`config.mk`:
```
export PLATFORM = sky130hd
export DESIGN_NAME = graphics_tag_packet_unpacker_unit
export DESIGN_NICKNAME = d
export VERILOG_FILES = /design/src/hdl/gtpu_pkg.sv /design/src/hdl/gtpu_decode.sv /design/src/hdl/gtpu_out_buf.sv /design/src/hdl/graphics_tag_packet_unpacker_unit.sv
export SDC_FILE = /design/constraint.sdc
export NUM_CORES = 1
export LEC_CHECK = 0
export BUFFER_PORTS_ARGS = -buffer_cell sky130_fd_sc_hd__buf_2
export CAP_MARGIN = 20
export CORE_UTILIZATION = 58
export DETAILED_ROUTE_END_ITERATION = 8
export GPL_ROUTABILITY_DRIVEN = 0
export PLACE_DENSITY = 0.85
export SYNTH_ARGS = -nofsm -noshare
export SYNTH_HDL_FRONTEND = slang
export SYNTH_SLANG_ARGS = --single-unit
export TNS_END_PERCENT = 50
```
`constraint.sdc`:
```
create_clock -name clk_i -period 7.5 [get_ports clk_i]
set_input_delay 1.5 -clock clk_i [delete_from_list [all_inputs] [get_ports clk_i]]
set_output_delay 1.5 -clock clk_i [all_outputs]
set_load 0.02 [all_outputs]
```
`src/hdl/gtpu_pkg.sv`:
```
// shared types and constants of the graphics tag packet unpacker
package gtpu_pkg;

  localparam int unsigned MAX_DESCRIPTORS = 16;
  localparam int unsigned DescW = 4;
  localparam int unsigned IdxW = $clog2(MAX_DESCRIPTORS);
  localparam int unsigned RplW = IdxW + 1;
  localparam int unsigned LoopW = 15;

  localparam logic [7:0] IMAGE_REG = 8'h54;

  localparam logic [1:0] FmtPacked = 2'd0;
  localparam logic [1:0] FmtRegList = 2'd1;
  localparam logic [1:0] FmtImageA = 2'd2;
  localparam logic [1:0] FmtImageB = 2'd3;

  typedef struct packed {
    logic [63:0] quad_lo;
    logic [63:0] quad_hi;
    logic        burst_start;
  } in_item_t;

  typedef struct packed {
    logic [7:0]  reg_addr;
    logic [63:0] reg_data;
    logic        last;
  } out_item_t;

  typedef struct packed {
    logic [LoopW-1:0]                          loops_left;
    logic [1:0]                                data_format;
    logic [RplW-1:0]                           regs_per_loop;
    logic [IdxW-1:0]                           desc_index;
    logic [MAX_DESCRIPTORS-1:0][DescW-1:0]     descriptors;
  } unpk_state_t;

  typedef struct packed {
    logic [1:0]  count;
    out_item_t   res0;
    out_item_t   res1;
    unpk_state_t nxt;
  } dec_res_t;

  typedef struct packed {
    logic       can_load;
    logic [1:0] count;
  } buf_status_t;

endpackage

```
`src/hdl/gtpu_decode.sv`:
```
// decodes one quadword against the current tag state into up to two register writes
module gtpu_decode (
  input  gtpu_pkg::unpk_state_t st_i,
  input  gtpu_pkg::in_item_t    item_i,
  output gtpu_pkg::dec_res_t    dec_o
);

  logic                       is_tag;
  logic [gtpu_pkg::RplW-1:0]  tag_n;
  logic [gtpu_pkg::RplW-1:0]  nx0;
  logic [gtpu_pkg::RplW-1:0]  nx1;
  logic [gtpu_pkg::IdxW-1:0]  idx1;
  logic [gtpu_pkg::LoopW-1:0] loops1;
  logic                       wrap0;
  logic                       wrap1;
  logic                       done;

  assign is_tag = (st_i.loops_left == '0) || item_i.burst_start;
  assign tag_n  = (item_i.quad_lo[63:60] == '0) ? gtpu_pkg::RplW'(gtpu_pkg::MAX_DESCRIPTORS)
                                                : {1'b0, item_i.quad_lo[63:60]};

  // first write: advance descriptor index, wrap consumes one loop
  assign nx0    = {1'b0, st_i.desc_index} + gtpu_pkg::RplW'(1);
  assign wrap0  = (nx0 >= st_i.regs_per_loop);
  assign loops1 = wrap0 ? st_i.loops_left - gtpu_pkg::LoopW'(1) : st_i.loops_left;
  assign done   = wrap0 && (loops1 == '0);
  assign idx1   = wrap0 ? gtpu_pkg::IdxW'(nx0 - st_i.regs_per_loop)
                        : gtpu_pkg::IdxW'(nx0);
  assign nx1    = {1'b0, idx1} + gtpu_pkg::RplW'(1);
  assign wrap1  = (nx1 >= st_i.regs_per_loop);

  always_comb begin
    dec_o       = '0;
    dec_o.nxt   = st_i;
    dec_o.res0  = '0;
    dec_o.res1  = '0;
    dec_o.count = 2'd0;
    if (is_tag) begin
      dec_o.nxt.loops_left    = item_i.quad_lo[gtpu_pkg::LoopW-1:0];
      dec_o.nxt.data_format   = item_i.quad_lo[59:58];
      dec_o.nxt.regs_per_loop = tag_n;
      dec_o.nxt.desc_index    = '0;
      for (int i = 0; i < gtpu_pkg::MAX_DESCRIPTORS; i++) begin
        dec_o.nxt.descriptors[i] = (gtpu_pkg::RplW'(i) < tag_n)
                                   ? item_i.quad_hi[i*gtpu_pkg::DescW +: gtpu_pkg::DescW]
                                   : '0;
      end
    end else begin
      unique case (st_i.data_format) inside
        gtpu_pkg::FmtPacked: begin
          dec_o.count         = 2'd1;
          dec_o.res0.reg_addr = item_i.quad_hi[7:0];
          dec_o.res0.reg_data = item_i.quad_lo;
          dec_o.res0.last     = 1'b1;
          dec_o.nxt.loops_left = loops1;
          dec_o.nxt.desc_index = wrap0 ? '0 : gtpu_pkg::IdxW'(nx0);
        end
        gtpu_pkg::FmtRegList: begin
          dec_o.res0.reg_addr = {4'd0, st_i.descriptors[st_i.desc_index]};
          dec_o.res0.reg_data = item_i.quad_lo;
          if (done) begin
            dec_o.count          = 2'd1;
            dec_o.res0.last      = 1'b1;
            dec_o.nxt.loops_left = loops1;
            dec_o.nxt.desc_index = idx1;
          end else begin
            dec_o.count          = 2'd2;
            dec_o.res0.last      = 1'b0;
            dec_o.res1.reg_addr  = {4'd0, st_i.descriptors[idx1]};
            dec_o.res1.reg_data  = item_i.quad_hi;
            dec_o.res1.last      = 1'b1;
            dec_o.nxt.loops_left = wrap1 ? loops1 - gtpu_pkg::LoopW'(1) : loops1;
            dec_o.nxt.desc_index = wrap1 ? gtpu_pkg::IdxW'(nx1 - st_i.regs_per_loop)
                                         : gtpu_pkg::IdxW'(nx1);
          end
        end
        gtpu_pkg::FmtImageA, gtpu_pkg::FmtImageB: begin
          dec_o.count          = 2'd2;
          dec_o.res0.reg_addr  = gtpu_pkg::IMAGE_REG;
          dec_o.res0.reg_data  = item_i.quad_lo;
          dec_o.res0.last      = 1'b0;
          dec_o.res1.reg_addr  = gtpu_pkg::IMAGE_REG;
          dec_o.res1.reg_data  = item_i.quad_hi;
          dec_o.res1.last      = 1'b1;
          dec_o.nxt.loops_left = st_i.loops_left - gtpu_pkg::LoopW'(1);
        end
        default: begin
          dec_o.count = 2'd0;
        end
      endcase
    end
  end

endmodule

```
`src/hdl/gtpu_out_buf.sv`:
```
// two-entry result buffer that hands register writes out one per cycle while out_stall_i is low
module gtpu_out_buf (
  input  logic                    clk_i,
  input  logic                    rst_ni,
  input  logic                    load_i,
  input  gtpu_pkg::dec_res_t      dec_i,
  input  logic                    out_stall_i,
  output logic                    out_valid_o,
  output gtpu_pkg::out_item_t     out_item_o,
  output gtpu_pkg::buf_status_t   status_o
);

  logic [1:0]          cnt_q, cnt_d;
  gtpu_pkg::out_item_t slot0_q, slot0_d;
  gtpu_pkg::out_item_t slot1_q, slot1_d;
  logic                out_acc;

  assign out_valid_o = (cnt_q != 2'd0);
  assign out_item_o  = slot0_q;
  assign out_acc     = out_valid_o && !out_stall_i;

  // a load only lands when the buffer is empty or drains this cycle
  assign status_o.can_load = (cnt_q == 2'd0) || ((cnt_q == 2'd1) && !out_stall_i);
  assign status_o.count    = cnt_q;

  always_comb begin
    cnt_d   = cnt_q;
    slot0_d = slot0_q;
    slot1_d = slot1_q;
    if (out_acc) begin
      cnt_d   = cnt_q - 2'd1;
      slot0_d = slot1_q;
    end
    if (load_i) begin
      cnt_d   = dec_i.count;
      slot0_d = dec_i.res0;
      slot1_d = dec_i.res1;
    end
  end

  always_ff @(posedge clk_i or negedge rst_ni) begin
    if (!rst_ni) begin
      cnt_q <= 2'd0;
    end else begin
      cnt_q <= cnt_d;
    end
  end

  always_ff @(posedge clk_i) begin
    slot0_q <= slot0_d;
    slot1_q <= slot1_d;
  end

endmodule

```
`src/hdl/graphics_tag_packet_unpacker_unit.sv`:
```
// top level of the graphics tag packet unpacker: input register, tag state, result buffer
//
//   channel | direction | handshake          | payload
//   in      | input     | in_valid_i/in_stall_o   | in_item_i  (quad_lo, quad_hi, burst_start)
//   out     | output    | out_valid_o/out_stall_i | out_item_o (reg_addr, reg_data, last)
//
// a request is held in the input register, then is decoded in one pass
// a quadword that makes two writes fills the two-entry buffer, which drains them one write
// at a time through the single result port
// reset clears the tag state, so the first quadword after reset is a tag
// an output stall backs up into the input register and then into in_stall_o
module graphics_tag_packet_unpacker_unit (
  input  logic                clk_i,
  input  logic                rst_ni,
  input  logic                in_valid_i,
  output logic                in_stall_o,
  input  gtpu_pkg::in_item_t  in_item_i,
  output logic                out_valid_o,
  input  logic                out_stall_i,
  output gtpu_pkg::out_item_t out_item_o
);

  logic                  in_valid_q;
  gtpu_pkg::in_item_t    item_q;
  gtpu_pkg::unpk_state_t st_q;
  gtpu_pkg::dec_res_t    dec;
  gtpu_pkg::buf_status_t buf_st;
  logic                  process;
  logic                  load;

  gtpu_decode u_decode (
    .st_i   (st_q),
    .item_i (item_q),
    .dec_o  (dec)
  );

  // tags make no writes and never wait on the buffer
  assign process    = in_valid_q && ((dec.count == 2'd0) || buf_st.can_load);
  assign load       = process && (dec.count != 2'd0);
  assign in_stall_o = in_valid_q && !process;

  gtpu_out_buf u_out_buf (
    .clk_i       (clk_i),
    .rst_ni      (rst_ni),
    .load_i      (load),
    .dec_i       (dec),
    .out_stall_i (out_stall_i),
    .out_valid_o (out_valid_o),
    .out_item_o  (out_item_o),
    .status_o    (buf_st)
  );

  always_ff @(posedge clk_i or negedge rst_ni) begin
    if (!rst_ni) begin
      in_valid_q <= 1'b0;
      st_q       <= '0;
    end else begin
      if (!in_stall_o) begin
        in_valid_q <= in_valid_i;
      end
      if (process) begin
        st_q <= dec.nxt;
      end
    end
  end

  always_ff @(posedge clk_i) begin
    if (!in_stall_o) begin
      item_q <= in_item_i;
    end
  end

  a_cnt_range: assert property (@(posedge clk_i) disable iff (!rst_ni)
    buf_st.count != 2'd3)
    else $error("result buffer count out of range");

  a_single_is_last: assert property (@(posedge clk_i) disable iff (!rst_ni)
    (out_valid_o && (buf_st.count == 2'd1)) |-> out_item_o.last)
    else $error("final buffered write lacks last");

  a_drain_by_accept: assert property (@(posedge clk_i) disable iff (!rst_ni)
    $fell(out_valid_o) |-> $past(out_valid_o && !out_stall_i))
    else $error("result dropped without being taken");

  a_no_overwrite: assert property (@(posedge clk_i) disable iff (!rst_ni)
    load |-> ((buf_st.count == 2'd0) || ((buf_st.count == 2'd1) && !out_stall_i)))
    else $error("buffer loaded over a pending write");

endmodule
```
==> flow_metrics.tcl <==
set metrics [dict create \
    status "finished clean" \
    synth_ff_type "edfxtp_1" \
    wl_per_cell_um 19.9 \
    cts_tree "built" \
    critPathMaxFanout 30 \
    report.power.total_mw 9.51 \
    fmax_mhz 154 \
    ys_types 78 \
    setup_tns_ps 0 \
    yosysTopAreaCell "edfxtp_1" \
    die_area_um2 29400 \
    dp_hpwl_um 26500 \
    num_vias 12021 \
    cts_resized 0 \
    die_y_um 171 \
    endpoint_kind "register" \
    hold_buffers 0 \
    critPathKind "register to register" \
    drc 0 \
    drtAntennaViolNets 0 \
    antenna_found_initial 2 \
    die_x_um 171 \
    tightest_slew_ps 1160 \
    grt_use_met2 0.445 \
    drv_cap 0 \
    finalWirelength_um 40200 \
    firstDrtPassIters 8 \
    busiest_layer "met2" \
    layout.nets 1765 \
    critPathLaunchType "register" \
    path_clk_slew_ps 60 \
    use_met1 0.383 \
    seq_area_frac_synth 0.631 \
    postCtsSetupRepairBufs 0 \
    cts_buffer_depth 3 \
    syn_area_um2 16600 \
    grt_max_degree 92 \
    grt_util_met3 0.0688 \
    routed_via_density 5.94 \
    root_buffer "clkbuf_16" \
    crit_arrival_ps 6880 \
    crit_required_ps 7900 \
    vdd_drop_max_mv 0.437 \
    insertion_delay_ps 530 \
    cts_made_buffers 39 \
    setup_viol 0 \
    synth-seq-cells 365 \
    io-pin-count 208 \
    rows 61 \
    port_buffers 207 \
    drv_slew 0 \
    clock_skew_ps 19.8 \
    yosys.area.top_type_share 0.491 \
    async_flop_share 0.255 \
    synth_area_leaders "edfxtp_1, dfrtp_1, nand2_1, mux4_2, and2_1" \
    relSlewSlack 0.216 \
    syn-num-nets 1586 \
    synth.most_common_cell "nand2_1" \
    start_util 0.594 \
    drive_above_1_share 0.200 \
    hold_path_class "register to register" \
    rsz0062_at_grt "no" \
    cts.sinks 365 \
    syn_avg_cell_area_um2 11.6 \
    grt_pass1_wl_um 62800 \
    grt_pass1_vias 11819 \
    synth_edf_count 272 \
    syn-instance-count 1434 \
    htree_levels 2 \
    grt_overflow 0 \
    n_fill_cell 1953 \
    ys_top_cells_by_count "nand2_1, edfxtp_1, dfrtp_1" \
    grt_usage 0.280 \
    period_share 0.864 \
    p_leak_nw 8.14 \
    drt_first_iter_violations 1618 \
    ys_warn_count 0 \
    finalCriticalPeriod_ps 6480 \
    areaGrowthSynthToFinish_pct 15.9 \
    core-area_um2 28000 \
    powerDensity_nw_per_um2 493 \
    final-hold-violation-count 0 \
]
[registers in the layout, indices dropped and copies added (netlist names)]
name and cells:
u_out_buf.cnt_q 2, st_q 90, in_valid_q 1, item_q 129, u_out_buf.slot1_q 70, u_out_buf.out_item_o 73
[layout make-up]
class                           count  area (µm²)  area share
Sequential cell                   365       10500       0.544
Timing Repair Buffer              221        1140      0.0593
Tap cell                          378         473      0.0245
Clock inverter                     17         199      0.0103
Antenna cell                        2        5.00    0.000260
Inverter                           26         100     0.00519
Multi-Input combinational cell    960        5780       0.300
Clock buffer                       55        1090      0.0564
[metal layers]
metal | vias to the layer above | routed length (µm)
li1 | 5451 | -
met1 | 5768 | 15900
met3 | 110 | 4550
met2 | 692 | 18700
met4 | 0 | 1070
met5 | - | 0
[report_power, final]
part | internal, mW | total [mW] | switching (mW)
registers | 2.96 | 3.47 | 0.504
logic | 1.54 | 4.12 | 2.58
clock network | 1.15 | 1.92 | 0.770
total | 5.66 | 9.51 | 3.85
[cell usage in the layout, fill, tap and decap left out, types with 5 or more instances in the layout]
cell,synthesis,final
o31ai_1,6,6
nand2b_1,8,8
nor2_1,50,48
ha_1,17,17
nand2_1,395,394
a221oi_1,5,5
xnor2_1,26,26
a211o_1,6,6
o21ai_1,5,5
and3_1,6,6
clkbuf_1,60,12
a21oi_1,30,30
a21o_1,7,7
a22oi_1,6,6
o21ai_0,41,40
mux4_2,20,20
a31oi_1,8,8
clkinv_2,0,6
inv_1,25,25
nor3_1,13,13
or3_1,8,8
buf_2,10,206
edfxtp_1,272,272
mux2_2,6,6
buf_4,0,15
and2_1,70,70
nor2b_1,10,10
mux2i_1,39,38
clkbuf_16,0,40
dfrtp_1,93,93
nand3_1,80,78
o211ai_1,8,8
nor3b_1,6,6
a211oi_1,10,10
xor2_1,8,8
nand3b_1,5,5
[worst max-delay path: stages, from the launching register on]
cell and delay, ps:
dfrtp_1 880, ha_1 320, xnor2_1 170, inv_1 100, ha_1 380, nand2_1 70
o21ai_1 250, a31o_2 620, nand2_1 110, nand2_1 210, inv_1 460, ha_1 450
xor2_1 180, ha_1 330, a21oi_1 80, o21ai_0 300, and4_1 370, nand4b_4 130
or3_1 400, a41o_1 260, a211o_1 290
[cells by family after synthesis]
logic type / count (synthesis) / synth area share
buf+inv: 109 / 0.0258
xor+xnor: 34 / 0.0179
flops: 365 / 0.631
fa+ha+maj: 19 / 0.0152
simple gates: 675 / 0.187
mux: 65 / 0.0546
compound gates: 167 / 0.0682
[metrics by stage]
stage               worst slack [ps]  cell area (µm²)  utilization  hold slack (ps)  cells
CTS                             1240            19300        0.688              491   2022
global route                     694            19300        0.688              512   2024
detailed placement              1250            18000        0.642              476   1950
global placement                1600            18000        0.642              461   1950
floorplan                        124            16600            -              441   1434
finish                          1020            19300        0.688              494   2024
[path summary, 6_finish.rpt]
path | start | to | slack [ps] | cells after the start
setup / recovery | st_q[65]$_DFFE_PN0P_ | st_q[86]$_DFFE_PN0P_ | 1020 | 20
hold / removal | item_q[123]$_DFFE_PN_ | st_q[73]$_DFFE_PN0P_ | 490 | 2
setup reg to reg | st_q[65]$_DFFE_PN0P_ | st_q[86]$_DFFE_PN0P_ | 1020 | 20
hold reg to reg | item_q[123]$_DFFE_PN_ | st_q[73]$_DFFE_PN0P_ | 490 | 2
max in group asynchronous | rst_ni | st_q[69]$_DFFE_PN0P_ | 5420 | 2
min in group asynchronous | rst_ni | st_q[79]$_DFFE_PN0P_ | 980 | 1
Power figures use the tool's default switching activity.
